## config.mk

```make
export PLATFORM = sky130hd
export DESIGN_NAME = indexed_list_with_free_list_unit_flat
export DESIGN_NICKNAME = d
export VERILOG_FILES = /design/src/ilfl_pkg.sv /design/src/ilfl_ifs.sv /design/src/indexed_list_with_free_list_unit.sv /design/src/flat_wrapper.sv
export SDC_FILE = /design/constraint.sdc
export NUM_CORES = 1
export LEC_CHECK = 0
export BUFFER_PORTS_ARGS = -buffer_cell sky130_fd_sc_hd__buf_4
export CAP_MARGIN = 10
export CELL_PAD_IN_SITES_DETAIL_PLACEMENT = 1
export CELL_PAD_IN_SITES_GLOBAL_PLACEMENT = 1
export CORE_MARGIN = 5
export CORE_UTILIZATION = 45
export DETAILED_ROUTE_END_ITERATION = 10
export MAX_ROUTING_LAYER = met4
export PLACE_DENSITY = 0.67
export SYNTH_ARGS = -nofsm -noshare
export SYNTH_HDL_FRONTEND = slang
export SYNTH_SLANG_ARGS = --single-unit
```

## constraint.sdc

```tcl
create_clock -name clock -period 6.87 [get_ports clock]
set_clock_uncertainty 0.2 [all_clocks]
set_input_delay 1.0305 -clock clock [delete_from_list [all_inputs] [get_ports clock]]
set_output_delay 1.0305 -clock clock [all_outputs]
set_load 0.005 [all_outputs]
```

## src/ilfl_pkg.sv

```systemverilog
// Shared types and constants for the indexed list with free list.
package ilfl_pkg;

   localparam int NUM_SLOTS_DEF = 16;
   localparam int TAG_BITS_DEF  = 8;

   localparam int CMD_W    = 2;
   localparam int SLOT_W   = 4;
   localparam int TAG_W    = 8;
   localparam int STATUS_W = 2;

   localparam logic [CMD_W-1:0] CMD_ADD    = 2'd0;
   localparam logic [CMD_W-1:0] CMD_REMOVE = 2'd1;
   localparam logic [CMD_W-1:0] CMD_FIND   = 2'd2;

   localparam logic [STATUS_W-1:0] STAT_OK        = 2'd0;
   localparam logic [STATUS_W-1:0] STAT_FULL      = 2'd1;
   localparam logic [STATUS_W-1:0] STAT_NOT_FOUND = 2'd2;

   typedef enum logic [2:0] {
      ST_IDLE,
      ST_ADD_WR,
      ST_ADD_LINK,
      ST_WALK,
      ST_RM_FREE,
      ST_RESP
   } state_type;

endpackage

```

## src/ilfl_ifs.sv

```systemverilog
// Request and response channel interfaces.
interface ilfl_req_if;
   logic                         valid;
   logic                         ready;
   logic [ilfl_pkg::CMD_W-1:0]   cmd;
   logic [ilfl_pkg::SLOT_W-1:0]  slot_in;
   logic [ilfl_pkg::TAG_W-1:0]   type_tag;

   modport source (output valid, output cmd, output slot_in, output type_tag, input ready);
   modport sink   (input valid, input cmd, input slot_in, input type_tag, output ready);
endinterface

interface ilfl_rsp_if;
   logic                          valid;
   logic                          ready;
   logic [ilfl_pkg::STATUS_W-1:0] status;
   logic [ilfl_pkg::SLOT_W-1:0]   slot_out;

   modport source (output valid, output status, output slot_out, input ready);
   modport sink   (input valid, input status, input slot_out, output ready);
endinterface

```

## src/indexed_list_with_free_list_unit.sv

```systemverilog
// Slot pool with an in-use linked list and a free list, walked one slot per cycle.
// Steps from request accept to response word registered: add pops the free head (ADD_WR)
// and links it behind the tail (ADD_LINK) unless the list was empty; add when full and unused
// commands go to RESP; remove and find walk at most NUM_SLOTS slots (WALK); a remove hit then
// frees it (RM_FREE). RESP waits while the response word is still held; one request at a time.
// Reset clears control state; untouched link entries read via a fill count, no clear pass.
module indexed_list_with_free_list_unit #(
   parameter int NUM_SLOTS = ilfl_pkg::NUM_SLOTS_DEF,
   parameter int TAG_BITS  = ilfl_pkg::TAG_BITS_DEF
) (
   input  logic  clock,
   input  logic  reset,
   ilfl_req_if.sink   req_ch,
   ilfl_rsp_if.source rsp_ch
);

   localparam int LINK_W = $clog2(NUM_SLOTS + 1);
   localparam int IDX_W  = $clog2(NUM_SLOTS);
   localparam logic [LINK_W-1:0] NIL = LINK_W'(NUM_SLOTS);

   // link and tag stores
   logic [LINK_W-1:0]   link_mem [NUM_SLOTS];
   logic [TAG_BITS-1:0] tag_mem  [NUM_SLOTS];

   ilfl_pkg::state_type state_ff, state_in;

   logic [LINK_W-1:0] list_head_ff, list_head_in;
   logic [LINK_W-1:0] list_tail_ff, list_tail_in;
   logic [LINK_W-1:0] free_head_ff, free_head_in;
   logic [LINK_W-1:0] fill_ff, fill_in;
   logic [LINK_W-1:0] cur_ff, cur_in;
   logic [LINK_W-1:0] prev_ff, prev_in;
   logic [LINK_W-1:0] n_ff, n_in;
   logic [ilfl_pkg::CMD_W-1:0]  cmd_ff, cmd_in;
   logic [ilfl_pkg::SLOT_W-1:0] tgt_ff, tgt_in;
   logic [TAG_BITS-1:0]         tag_ff, tag_in;
   logic [ilfl_pkg::STATUS_W-1:0] res_status_ff, res_status_in;
   logic [ilfl_pkg::SLOT_W-1:0]   res_slot_ff, res_slot_in;
   logic                          rsp_valid_ff, rsp_valid_in;
   logic [ilfl_pkg::STATUS_W-1:0] rsp_status_ff, rsp_status_in;
   logic [ilfl_pkg::SLOT_W-1:0]   rsp_slot_ff, rsp_slot_in;

   // read port
   logic [LINK_W-1:0]   rd_addr;
   logic [LINK_W-1:0]   link_q_ff;
   logic [TAG_BITS-1:0] tag_q_ff;
   logic                rd_fresh_ff;
   logic [LINK_W-1:0]   rd_plus_ff;
   logic [LINK_W-1:0]   vlink;

   // write ports
   logic                link_we;
   logic [LINK_W-1:0]   link_wa;
   logic [LINK_W-1:0]   link_wd;
   logic                tag_we;

   logic [TAG_BITS+ilfl_pkg::TAG_W-1:0]  req_tag_wide;
   logic [ilfl_pkg::SLOT_W+LINK_W-1:0]   cur_wide;
   logic [ilfl_pkg::SLOT_W+LINK_W-1:0]   tgt_wide;
   logic [ilfl_pkg::SLOT_W-1:0]          cur_slot;

   logic accept, out_free;
   logic pool_empty, list_empty, walk_end, rm_hit, find_hit, add_is_cmd;

   assign accept   = req_ch.valid && req_ch.ready;
   assign out_free = !rsp_valid_ff || rsp_ch.ready;

   assign req_ch.ready    = (state_ff == ilfl_pkg::ST_IDLE);
   assign rsp_ch.valid    = rsp_valid_ff;
   assign rsp_ch.status   = rsp_status_ff;
   assign rsp_ch.slot_out = rsp_slot_ff;

   // slots at or above the fill count were never touched and still link to i+1
   assign vlink = rd_fresh_ff ? rd_plus_ff : link_q_ff;

   assign req_tag_wide = {{TAG_BITS{1'b0}}, req_ch.type_tag};
   assign cur_wide     = {{ilfl_pkg::SLOT_W{1'b0}}, cur_ff};
   assign tgt_wide     = {{LINK_W{1'b0}}, tgt_ff};
   assign cur_slot     = cur_wide[ilfl_pkg::SLOT_W-1:0];

   assign add_is_cmd = (req_ch.cmd == ilfl_pkg::CMD_ADD);
   assign pool_empty = (free_head_ff >= NIL);
   assign list_empty = (list_head_ff >= NIL) || (list_tail_ff >= NIL);
   assign walk_end   = (cur_ff >= NIL) || (n_ff == NIL);
   assign rm_hit     = (cmd_ff == ilfl_pkg::CMD_REMOVE) && (cur_wide == tgt_wide);
   assign find_hit   = (cmd_ff == ilfl_pkg::CMD_FIND) && (tag_q_ff == tag_ff);

   // next state
   always_comb begin
      state_in = state_ff;
      case (state_ff)
         ilfl_pkg::ST_IDLE: begin
            if (accept) begin
               if (add_is_cmd) begin
                  state_in = pool_empty ? ilfl_pkg::ST_RESP : ilfl_pkg::ST_ADD_WR;
               end else if (req_ch.cmd == ilfl_pkg::CMD_REMOVE ||
                            req_ch.cmd == ilfl_pkg::CMD_FIND) begin
                  state_in = ilfl_pkg::ST_WALK;
               end else begin
                  state_in = ilfl_pkg::ST_RESP;
               end
            end
         end
         ilfl_pkg::ST_ADD_WR: begin
            state_in = list_empty ? ilfl_pkg::ST_RESP : ilfl_pkg::ST_ADD_LINK;
         end
         ilfl_pkg::ST_ADD_LINK: state_in = ilfl_pkg::ST_RESP;
         ilfl_pkg::ST_WALK: begin
            if (walk_end || find_hit) begin
               state_in = ilfl_pkg::ST_RESP;
            end else if (rm_hit) begin
               state_in = ilfl_pkg::ST_RM_FREE;
            end
         end
         ilfl_pkg::ST_RM_FREE: state_in = ilfl_pkg::ST_RESP;
         ilfl_pkg::ST_RESP: begin
            if (out_free) begin
               state_in = ilfl_pkg::ST_IDLE;
            end
         end
         default: state_in = ilfl_pkg::ST_IDLE;
      endcase
   end

   // datapath and memory controls
   always_comb begin
      list_head_in  = list_head_ff;
      list_tail_in  = list_tail_ff;
      free_head_in  = free_head_ff;
      fill_in       = fill_ff;
      cur_in        = cur_ff;
      prev_in       = prev_ff;
      n_in          = n_ff;
      cmd_in        = cmd_ff;
      tgt_in        = tgt_ff;
      tag_in        = tag_ff;
      res_status_in = res_status_ff;
      res_slot_in   = res_slot_ff;
      rsp_valid_in  = rsp_valid_ff && !rsp_ch.ready;
      rsp_status_in = rsp_status_ff;
      rsp_slot_in   = rsp_slot_ff;
      rd_addr       = cur_ff;
      link_we       = 1'b0;
      link_wa       = cur_ff;
      link_wd       = NIL;
      tag_we        = 1'b0;
      case (state_ff)
         ilfl_pkg::ST_IDLE: begin
            rd_addr = add_is_cmd ? free_head_ff : list_head_ff;
            if (accept) begin
               cmd_in        = req_ch.cmd;
               tgt_in        = req_ch.slot_in;
               tag_in        = req_tag_wide[TAG_BITS-1:0];
               cur_in        = list_head_ff;
               prev_in       = NIL;
               n_in          = '0;
               res_status_in = add_is_cmd ? ilfl_pkg::STAT_FULL : ilfl_pkg::STAT_NOT_FOUND;
               res_slot_in   = '0;
            end
         end
         ilfl_pkg::ST_ADD_WR: begin
            // pop free head, tag it and terminate it
            free_head_in  = vlink;
            link_we       = 1'b1;
            link_wa       = free_head_ff;
            link_wd       = NIL;
            tag_we        = 1'b1;
            cur_in        = free_head_ff;
            res_status_in = ilfl_pkg::STAT_OK;
            res_slot_in   = ilfl_pkg::SLOT_W'({{ilfl_pkg::SLOT_W{1'b0}}, free_head_ff});
            if (free_head_ff == fill_ff) begin
               fill_in = fill_ff + LINK_W'(1);
            end
            if (list_empty) begin
               list_head_in = free_head_ff;
               list_tail_in = free_head_ff;
            end
         end
         ilfl_pkg::ST_ADD_LINK: begin
            link_we      = 1'b1;
            link_wa      = list_tail_ff;
            link_wd      = cur_ff;
            list_tail_in = cur_ff;
         end
         ilfl_pkg::ST_WALK: begin
            rd_addr = vlink;
            if (walk_end) begin
               res_status_in = ilfl_pkg::STAT_NOT_FOUND;
               res_slot_in   = '0;
            end else if (rm_hit) begin
               if (prev_ff >= NIL) begin
                  list_head_in = vlink;
               end else begin
                  link_we = 1'b1;
                  link_wa = prev_ff;
                  link_wd = vlink;
               end
               if (list_tail_ff == cur_ff) begin
                  list_tail_in = prev_ff;
               end
            end else if (find_hit) begin
               res_status_in = ilfl_pkg::STAT_OK;
               res_slot_in   = cur_slot;
            end else begin
               prev_in = cur_ff;
               cur_in  = vlink;
               n_in    = n_ff + LINK_W'(1);
            end
         end
         ilfl_pkg::ST_RM_FREE: begin
            // push removed slot onto the free list
            link_we       = 1'b1;
            link_wa       = cur_ff;
            link_wd       = free_head_ff;
            free_head_in  = cur_ff;
            res_status_in = ilfl_pkg::STAT_OK;
            res_slot_in   = cur_slot;
         end
         ilfl_pkg::ST_RESP: begin
            if (out_free) begin
               rsp_valid_in  = 1'b1;
               rsp_status_in = res_status_ff;
               rsp_slot_in   = res_slot_ff;
            end
         end
         default: begin
         end
      endcase
   end

   always_ff @(posedge clock) begin
      if (reset) begin
         state_ff     <= ilfl_pkg::ST_IDLE;
         list_head_ff <= NIL;
         list_tail_ff <= NIL;
         free_head_ff <= '0;
         fill_ff      <= '0;
         rsp_valid_ff <= 1'b0;
      end else begin
         state_ff     <= state_in;
         list_head_ff <= list_head_in;
         list_tail_ff <= list_tail_in;
         free_head_ff <= free_head_in;
         fill_ff      <= fill_in;
         rsp_valid_ff <= rsp_valid_in;
      end
   end

   always_ff @(posedge clock) begin
      cur_ff        <= cur_in;
      prev_ff       <= prev_in;
      n_ff          <= n_in;
      cmd_ff        <= cmd_in;
      tgt_ff        <= tgt_in;
      tag_ff        <= tag_in;
      res_status_ff <= res_status_in;
      res_slot_ff   <= res_slot_in;
      rsp_status_ff <= rsp_status_in;
      rsp_slot_ff   <= rsp_slot_in;
   end

   // memories: one write and one registered read each per cycle
   always_ff @(posedge clock) begin
      if (link_we) begin
         link_mem[link_wa[IDX_W-1:0]] <= link_wd;
      end
      if (tag_we) begin
         tag_mem[free_head_ff[IDX_W-1:0]] <= tag_ff;
      end
      link_q_ff   <= link_mem[rd_addr[IDX_W-1:0]];
      tag_q_ff    <= tag_mem[rd_addr[IDX_W-1:0]];
      rd_fresh_ff <= (rd_addr >= fill_ff);
      rd_plus_ff  <= rd_addr + LINK_W'(1);
   end

   a_fill_bound: assert property (@(posedge clock) disable iff (reset)
      fill_ff <= NIL)
      else $error("fill count beyond pool size");

   a_walk_bound: assert property (@(posedge clock) disable iff (reset)
      n_ff <= NIL || state_ff != ilfl_pkg::ST_WALK)
      else $error("walk ran past pool size");

   a_empty_pool_all_used: assert property (@(posedge clock) disable iff (reset)
      (free_head_ff >= NIL) |-> (fill_ff == NIL))
      else $error("free list empty with untouched slots left");

   a_head_tail_nil: assert property (@(posedge clock) disable iff (reset)
      (list_head_ff >= NIL) == (list_tail_ff >= NIL))
      else $error("list head and tail disagree on empty");

   a_resp_load: assert property (@(posedge clock) disable iff (reset)
      (state_ff == ilfl_pkg::ST_RESP && out_free) |=>
         (rsp_valid_ff && state_ff == ilfl_pkg::ST_IDLE))
      else $error("response word not loaded");

   a_fail_slot_zero: assert property (@(posedge clock) disable iff (reset)
      (rsp_valid_ff && rsp_status_ff != ilfl_pkg::STAT_OK) |-> (rsp_slot_ff == '0))
      else $error("failed response carries a slot");

endmodule
```

## src/flat_wrapper.sv

```systemverilog
// flat-port wrapper written by rule: the top's interface ports become plain ports
module indexed_list_with_free_list_unit_flat 
#(
   parameter int NUM_SLOTS = ilfl_pkg::NUM_SLOTS_DEF,
   parameter int TAG_BITS  = ilfl_pkg::TAG_BITS_DEF
)
  (clock, reset, req_ch_valid, req_ch_cmd, req_ch_slot_in, req_ch_type_tag, req_ch_ready, rsp_ch_valid, rsp_ch_status, rsp_ch_slot_out, rsp_ch_ready);
  ilfl_req_if req_ch_i ();
  ilfl_rsp_if rsp_ch_i ();
  input  logic clock;
  input  logic reset;
  input wire logic [$bits(req_ch_i.valid)-1:0] req_ch_valid;
  input wire logic [$bits(req_ch_i.cmd)-1:0] req_ch_cmd;
  input wire logic [$bits(req_ch_i.slot_in)-1:0] req_ch_slot_in;
  input wire logic [$bits(req_ch_i.type_tag)-1:0] req_ch_type_tag;
  output wire logic [$bits(req_ch_i.ready)-1:0] req_ch_ready;
  output wire logic [$bits(rsp_ch_i.valid)-1:0] rsp_ch_valid;
  output wire logic [$bits(rsp_ch_i.status)-1:0] rsp_ch_status;
  output wire logic [$bits(rsp_ch_i.slot_out)-1:0] rsp_ch_slot_out;
  input wire logic [$bits(rsp_ch_i.ready)-1:0] rsp_ch_ready;
  assign req_ch_i.valid = req_ch_valid;
  assign req_ch_i.cmd = req_ch_cmd;
  assign req_ch_i.slot_in = req_ch_slot_in;
  assign req_ch_i.type_tag = req_ch_type_tag;
  assign req_ch_ready = req_ch_i.ready;
  assign rsp_ch_valid = rsp_ch_i.valid;
  assign rsp_ch_status = rsp_ch_i.status;
  assign rsp_ch_slot_out = rsp_ch_i.slot_out;
  assign rsp_ch_i.ready = rsp_ch_ready;
  indexed_list_with_free_list_unit #(.NUM_SLOTS(NUM_SLOTS), .TAG_BITS(TAG_BITS)) u_core (.clock(clock), .reset(reset), .req_ch(req_ch_i), .rsp_ch(rsp_ch_i));
endmodule
```

==> results of run 1 <==
-- power by group through the flow --
stage	Sequential [mW]	Combinational, mW	Clock, mW
4_1_cts	2.44	1.82	1.65
3_5_place_dp	2.48	1.80	0
6_report	2.44	1.80	1.61
5_1_grt	2.47	1.97	1.73
3_3_place_gp	2.48	1.76	0
2_1_floorplan	2.35	1.37	0
-- critical path, cell delays in order (launching register included) --
cell and delay [ns]:
edfxtp_1 0.44, inv_1 0.09, ha_1 0.14, nor4bb_1 0.49, or2_1 0.43, or3_1 0.19
a21oi_1 0.06, o21ai_1 0.85, nor4bb_1 1.18
-- sequential cells by signal, summed over array words and instances, names as in the netlist, 8 cells and up --
| signal | count |
|---|---|
| u_core.tag_mem | 128 |
| u_core.tag_q_ff | 8 |
| u_core.link_mem | 80 |
| u_core.tag_ff | 8 |
-- how the worst min path moves through the flow --
stage,start,to,slack (ns)
global route,u_core.res_status_ff[1],u_core.rsp_ch.status[1],0.23
detailed placement,u_core.res_status_ff[0],u_core.rsp_ch.status[0],0.21
CTS,u_core.res_status_ff[0],u_core.rsp_ch.status[0],0.22
finish,u_core.res_status_ff[0],u_core.rsp_ch.status[0],0.22
global placement,u_core.res_status_ff[1],u_core.rsp_ch.status[1],0.20
floorplan,u_core.res_slot_ff[0],u_core.rsp_ch.slot_out[0],0.20
-- cell usage after synthesis, types with 4 or more instances --
| cell | n | area share |
|---|---|---|
| o22a_1 | 4 | 0.0028 |
| o21ai_1 | 4 | 0.0016 |
| a21oi_1 | 33 | 0.013 |
| or3_1 | 6 | 0.0030 |
| xnor2_1 | 17 | 0.012 |
| and2_1 | 6 | 0.0030 |
| o22ai_1 | 53 | 0.026 |
| edfxtp_1 | 249 | 0.60 |
| dfxtp_1 | 43 | 0.069 |
| a31oi_1 | 6 | 0.0030 |
| o21ai_0 | 28 | 0.011 |
| mux2i_1 | 120 | 0.096 |
| nand4_1 | 7 | 0.0035 |
| nor2b_1 | 4 | 0.0020 |
| inv_1 | 16 | 0.0048 |
| a211oi_1 | 5 | 0.0030 |
| nor4b_1 | 6 | 0.0042 |
| nand2_1 | 46 | 0.014 |
| nor4_1 | 5 | 0.0025 |
| xor2_1 | 14 | 0.0098 |
| ha_1 | 11 | 0.011 |
| a2bb2oi_1 | 4 | 0.0028 |
| clkbuf_1 | 19 | 0.0057 |
| nor4bb_1 | 7 | 0.0056 |
| nand2b_1 | 12 | 0.0060 |
| buf_1 | 4 | 0.0012 |
| a32oi_1 | 4 | 0.0028 |
| buf_2 | 26 | 0.010 |
| nor2_1 | 56 | 0.017 |
| nor3_1 | 11 | 0.0044 |
| nand3_1 | 10 | 0.0040 |
| or4_1 | 15 | 0.0090 |
| buf_4 | 5 | 0.0030 |
-- area by class of cell --
cell class	count	share of cell area
flip-flops and latches	292	0.591
multi-input cells	539	0.275
clock buffers	48	0.0623
well taps	378	0.0335
repair buffers	48	0.0256
clock inverters	8	0.00807
inverters	17	0.00452
-- layer usage --
layer / wire, um / vias up / GRT usage
met2: 14600 / 157 / 0.325
met5: 0 / - / -
li1: - / 3516 / -
met3: 1210 / 51 / 0.0271
met1: 14600 / 3864 / 0.286
met4: 662 / 0 / 0.0487
-- layout by cell type, fill, tap and decap left out, types with 3 or more instances in the layout --
cell,n
edfxtp_1,249
mux2i_1,120
nor2_1,56
o22ai_1,53
nand2_1,46
buf_4,46
dfxtp_1,43
a21oi_1,33
clkbuf_16,30
o21ai_0,23
xnor2_1,17
inv_1,16
or4_1,15
xor2_1,14
nand2b_1,12
clkbuf_1,12
ha_1,11
nand3_1,10
nor3_1,10
o21ai_1,9
nand4_1,7
a31oi_1,6
or3_1,6
nor4b_1,6
and2_1,6
clkbuf_8,6
nor4bb_1,5
nor4_1,5
a211oi_1,5
o22a_1,4
nor2b_1,4
a2bb2oi_1,4
a32oi_1,4
clkinv_2,4
a21o_1,3
a211o_1,3
mux2_2,3
-- through the flow --
step | area, sq um | utilization | std cells
finish | 14100 | 0.510 | 1330
global route | 14100 | 0.510 | 1330
global placement | 13100 | 0.474 | 1272
detailed placement | 13100 | 0.474 | 1273
CTS | 14100 | 0.510 | 1329
floorplan | 12500 | - | 905
-- kinds of logic (layout without fill, tap and decap cells) --
| group | after synthesis | count (layout) | synth area share |
|---|---|---|---|
| xor gates and xnor gates | 32 | 32 | 0.0229 |
| muxes | 125 | 125 | 0.101 |
| AOI/OAI and AO/OA | 162 | 162 | 0.0823 |
| buffers and inverters | 74 | 121 | 0.0280 |
| adders and majority gates | 11 | 11 | 0.0110 |
| and+or+nand+nor | 209 | 209 | 0.0900 |
| DFF | 292 | 292 | 0.665 |
==> summary.txt, run 1 <==
STA
  • Minimum clock period: 4.48 ns
  • Min Hold Slack: 0.225 ns
  • Tcrit/Tclk final: 0.652
  • Final Setup Violations: 0
  • Final Hold Viols: 0
  • Fmax: 223 MHz
  • Final Max Slew Viols: 0
  • Slew headroom: 0.123
  • Setup_tns: 0 ns
  • RSZ-0062 raised after global routing: false
  • Final setup margin: 2.39 ns
  • Worst slew pin tran: 1.30 ns

Logic synthesis
  • Top_reg_cell synth: edfxtp_1
  • Post-synthesis sequential area ratio: 0.665
  • Avg Synthesized Cell Area: 13.9 sq um
  • EDFF count, synth: 249
  • Post-synthesis register bit count: 292
  • Yosys warns: 0
  • Syn nets: 934
  • Synthesized area: 12500 sq um
  • Cells after synthesis: 905
  • Post-synth ARST share: 0
  • Distinct cells, synth: 65

Worst setup path
  • Reg2Reg Depth: 8
  • Crit. End Element: register
  • Arr. time, crit path: 4.45 ns
  • WS Path Type: register to register
  • Crit Reg-Reg Startpoint: u_core.n_ff[0]
  • Reg2Reg Setup Slack: 2.39 ns
  • Reg-to-Reg End: u_core.link_mem[13][4]
  • Crit path required time: 6.85 ns
  • Worst setup SP type: register
  • Crit path max fanout: 16
  • Crit path launch: u_core.n_ff[0]
  • Crit path capture: u_core.link_mem[13][4]

Status
  • Outcome: complete, no violations

Power
  • Overall Power: 5.85 mW
  • Int Pwr: 3.88 mW
  • Switching part of the total: 0.338
  • Power share of the sequential group: 0.417
  • Lkg Pwr: 4.85 nW
  • Combinational share of power: 0.308
  • Clock power share: 0.275
  • Pwr dens: 415 nW/um^2
  • P_sw: 1.98 mW
  • Worst vdd ir: 0.245 mV

Global route
  • Largest net degree at the start of global routing: 54
  • Vias in the first global route: 7816
  • Total GRT Usage: 0.205
  • Initial antenna violation count: 0
  • GRT overflow: 0
  • Global-route wire length before repair: 48.0 mm

Clock network
  • Clk pin slew, worst setup/hold paths: 0.06 ns
  • Postcts setup bufs: 0
  • H-Tree Depth: 1
  • Post-CTS resize count: 0
  • Later-pin clock latency in the skew report: 0.57 ns
  • TritonCTS buffer count: 30
  • Hold-fix buffers, CTS: 0
  • Max Buffers Root-to-Sink: 3
  • Root Buffer: clkbuf_16
  • CTS tree: built
  • Clk sink count: 292

Place
  • Final GP Congestion: 0.825
  • Port buffer count: 25
  • Post-Place Setup Slack: 2.34 ns
  • HPWL Detailed: 20.8 mm

Floorplan
  • Overall die area: 31300 sq um
  • Core Area: 27600 sq um
  • Chip Height: 177 um
  • Initial Utilization: 0.454
  • Ports: 26
  • Die width: 177 um
  • FP Rows: 61

Cells and area
  • Final nets: 957
  • FILL cells: 2747
  • Area Growth Syn to Fin: 12.5%
  • Reg area: 8340 sq um
  • Multi-input logic area: 3870 sq um
  • Layout cells sized above 1: 0.118
  • Antenna Cells: 0

Route
  • Initial DRC Count: 552
  • Drt total wl: 31.1 mm
  • Drt pass-1 iters: 5
  • # DRC: 0
  • Vias per cell: 5.71
  • Routed WL per cell: 23.4 um
  • Post-DRT Antenna Nets: 0
  • Via Count: 7588

Worst hold path
  • Hold Crit Class: register to register
  • Hold Path Cell Cnt: 0

Flow run
  • Max-Cap Viols: 0
Power figures use the tool's default switching activity.
==> inputs of run 2 (changes only) <==
--- a/config.mk
+++ b/config.mk
@@ -13,7 +13,7 @@
 export CORE_UTILIZATION = 45
 export DETAILED_ROUTE_END_ITERATION = 10
 export MAX_ROUTING_LAYER = met4
-export PLACE_DENSITY = 0.67
+export PLACE_DENSITY = 0.69
 export SYNTH_ARGS = -nofsm -noshare
 export SYNTH_HDL_FRONTEND = slang
 export SYNTH_SLANG_ARGS = --single-unit
==> constraint.sdc (replaced) <==
create_clock -name clock -period 3.65 [get_ports clock]
set_clock_uncertainty 0.2 [all_clocks]
set_input_delay 0.5475 -clock clock [delete_from_list [all_inputs] [get_ports clock]]
set_output_delay 0.5475 -clock clock [all_outputs]
set_load 0.005 [all_outputs]
==> run 2 against run 1 <==
Against the previous run: cell count grew 5.4%; register-to-register slack worse by 2.1 ns; count of clock-buffer cells in the layout decreased by 14; setup slack worse by 2.1 ns; hold slack lost 0.11 ns; total power up 93%; first-iteration DRC count grew 13%; sequential power up 84%; clock power is 87% higher; die area unchanged; sequential share of layout area shrank 2.4 points; routed wire length up 5.1%; critical path type unchanged; critical endpoint is now u_core.link_mem[3][1]; largest cell class unchanged; largest power group unchanged.
==> summary.txt, run 2 (synthesized netlist as in run 1, its figures left out) <==
Status
  • Outcome: complete, no violations

Worst setup path
  • Crit path required time: 3.71 ns
  • Crit Reg-Reg Startpoint: u_core.n_ff[0]
  • Worst setup SP type: register
  • CP cell instances: inv_1, ha_1, nor4bb_1, or2_1, nor3_1, buf_4, or3_1, o221ai_1, buf_4, nor4b_1, buf_4
  • Reg2Reg Depth: 11
  • Crit path launch: u_core.n_ff[0]
  • Most used cell, CP: buf_4
  • Crit path max fanout: 16
  • Crit. End Element: register
  • WS Path Type: register to register
  • Critical-path top delay cell: edfxtp_1
  • Arr. time, crit path: 3.41 ns
  • Crit path largest cell delay: 0.43 ns

Route
  • Via Count: 7882
  • Routed WL per cell: 23.3 um
  • Vias per cell: 5.62
  • Drt total wl: 32.7 mm
  • # DRC: 0
  • Post-DRT Antenna Nets: 0
  • Drt pass-1 iters: 4
  • Initial DRC Count: 621

Power
  • P_sw: 3.89 mW
  • Int Pwr: 7.43 mW
  • Switching part of the total: 0.343
  • Worst vdd ir: 0.427 mV
  • Combinational share of power: 0.338
  • Pwr dens: 770 nW/um^2
  • Lkg Pwr: 5.21 nW
  • Power share of the sequential group: 0.396
  • Clock power share: 0.266

STA
  • Worst slew pin tran: 0.956 ns
  • Fmax: 298 MHz
  • Final Max Slew Viols: 0
  • RSZ-0062 raised after global routing: false
  • Final Hold Viols: 0
  • Slew headroom: 0.360
  • Minimum clock period: 3.35 ns
  • Final Setup Violations: 0
  • Setup_tns: 0 ns
  • Tcrit/Tclk final: 0.918

Cells and area
  • Most frequent cells in the layout: edfxtp_1, mux2i_1, buf_4
  • Layout Cells excl Fill: 1402
  • Layout cells sized above 1: 0.171
  • FILL cells: 2789
  • Leading cell type in the layout, fill and taps excluded: edfxtp_1
  • Antenna Cells: 0
  • Final nets: 1029
  • Area Growth Syn to Fin: 17.2%
  • Max reg flops: 128

Clock network
  • Root Buffer: clkbuf_16
  • CTS tree: built
  • TritonCTS buffer count: 31
  • Max Buffers Root-to-Sink: 3
  • H-Tree Depth: 1
  • Later-pin clock latency in the skew report: 0.57 ns
  • Clk sink count: 292
  • Clk pin slew, worst setup/hold paths: 0.06 ns
  • Postcts setup bufs: 0

Floorplan
  • FP Rows: 61
  • Initial Utilization: 0.454
  • Ports: 26
  • Core Area: 27600 sq um
  • Die width: 177 um
  • Chip Height: 177 um
  • Overall die area: 31300 sq um

Place
  • Port buffer count: 25
  • HPWL Detailed: 22.3 mm
  • Placed Instances: 1331
  • Final GP Congestion: 0.904

Worst hold path
  • Hold Crit Class: input pin to register
  • Worst Min Path Start: rsp_ch_ready
  • Hold Path Cell Cnt: 3

Global route
  • Global-route wire length before repair: 50.5 mm
  • GRT overflow: 0
  • Total GRT Usage: 0.216
  • Largest net degree at the start of global routing: 32
  • Initial antenna violation count: 0
  • Vias in the first global route: 8290

Flow run
  • Max-Cap Viols: 0
## run 2: cell types whose count changed in the layout (fill, tap and decap cells not counted), moves of 6 or more
cell	delta
buf_4	+55
dlygate4sd3_1	+14
clkbuf_1	-9
clkbuf_8	-6
## run 2: area by class of cell
class,count,area (sq um),area share
clock buffers,34,787,0.0536
clock inverters,23,185,0.0126
inverters,17,63.8,0.00434
multi-input cells,539,3870,0.263
flip-flops and latches,292,8340,0.567
well taps,378,473,0.0322
repair buffers,119,978,0.0666
## run 2: path summary, 6_finish.rpt
path,end,slack (ns)
min reg2reg,u_core.rsp_ch.slot_out[2],0.22
max reg2reg,u_core.link_mem[3][1],0.30
max,u_core.link_mem[3][1],0.30
min,u_core.rsp_ch.valid,0.12
## run 2: critical path: cells and delay by family (launching register included)
family                     cells  cell delay (ns)
AOI/OAI and AO/OA              1             0.09
DFF                            1             0.43
buffers and inverters          4             0.73
adders and majority gates      1             0.15
and+or+nand+nor                5             1.46
## run 2: layer usage
metal  track usage  wire length [um]  vias up
li1              -                 -     3654
met1         0.307             15300     4019
met2         0.338             15200      173
met3        0.0382              1740       36
met4        0.0335               407        0
met5             -                 0        -
## run 2: repair_timing
item,CTS,global route
resized for setup,0,2
hold buffers,14,0
endpoints found under the setup margin,0,39
hold endpoints to repair,14,0
## run 2: power by group through the flow
stage | registers, mW | logic, mW | clock network, mW
global route | 4.52 | 4.12 | 3.23
detailed placement | 4.54 | 3.77 | 0
CTS | 4.48 | 3.82 | 3.08
finish | 4.48 | 3.83 | 3.01
floorplan | 4.42 | 2.58 | 0
global placement | 4.53 | 3.71 | 0
## run 2: through the flow
step	hold WS (ns)	worst slack [ns]	power (mW)	utilization	cell area, sq um
global route	0.132	0.101	11.9	0.532	14700
floorplan	0.200	0.433	6.99	-	12500
global placement	0.204	0.228	8.24	0.491	13600
finish	0.116	0.299	11.3	0.532	14700
CTS	0.101	0.182	11.4	0.532	14700
detailed placement	0.206	0.195	8.31	0.491	13600
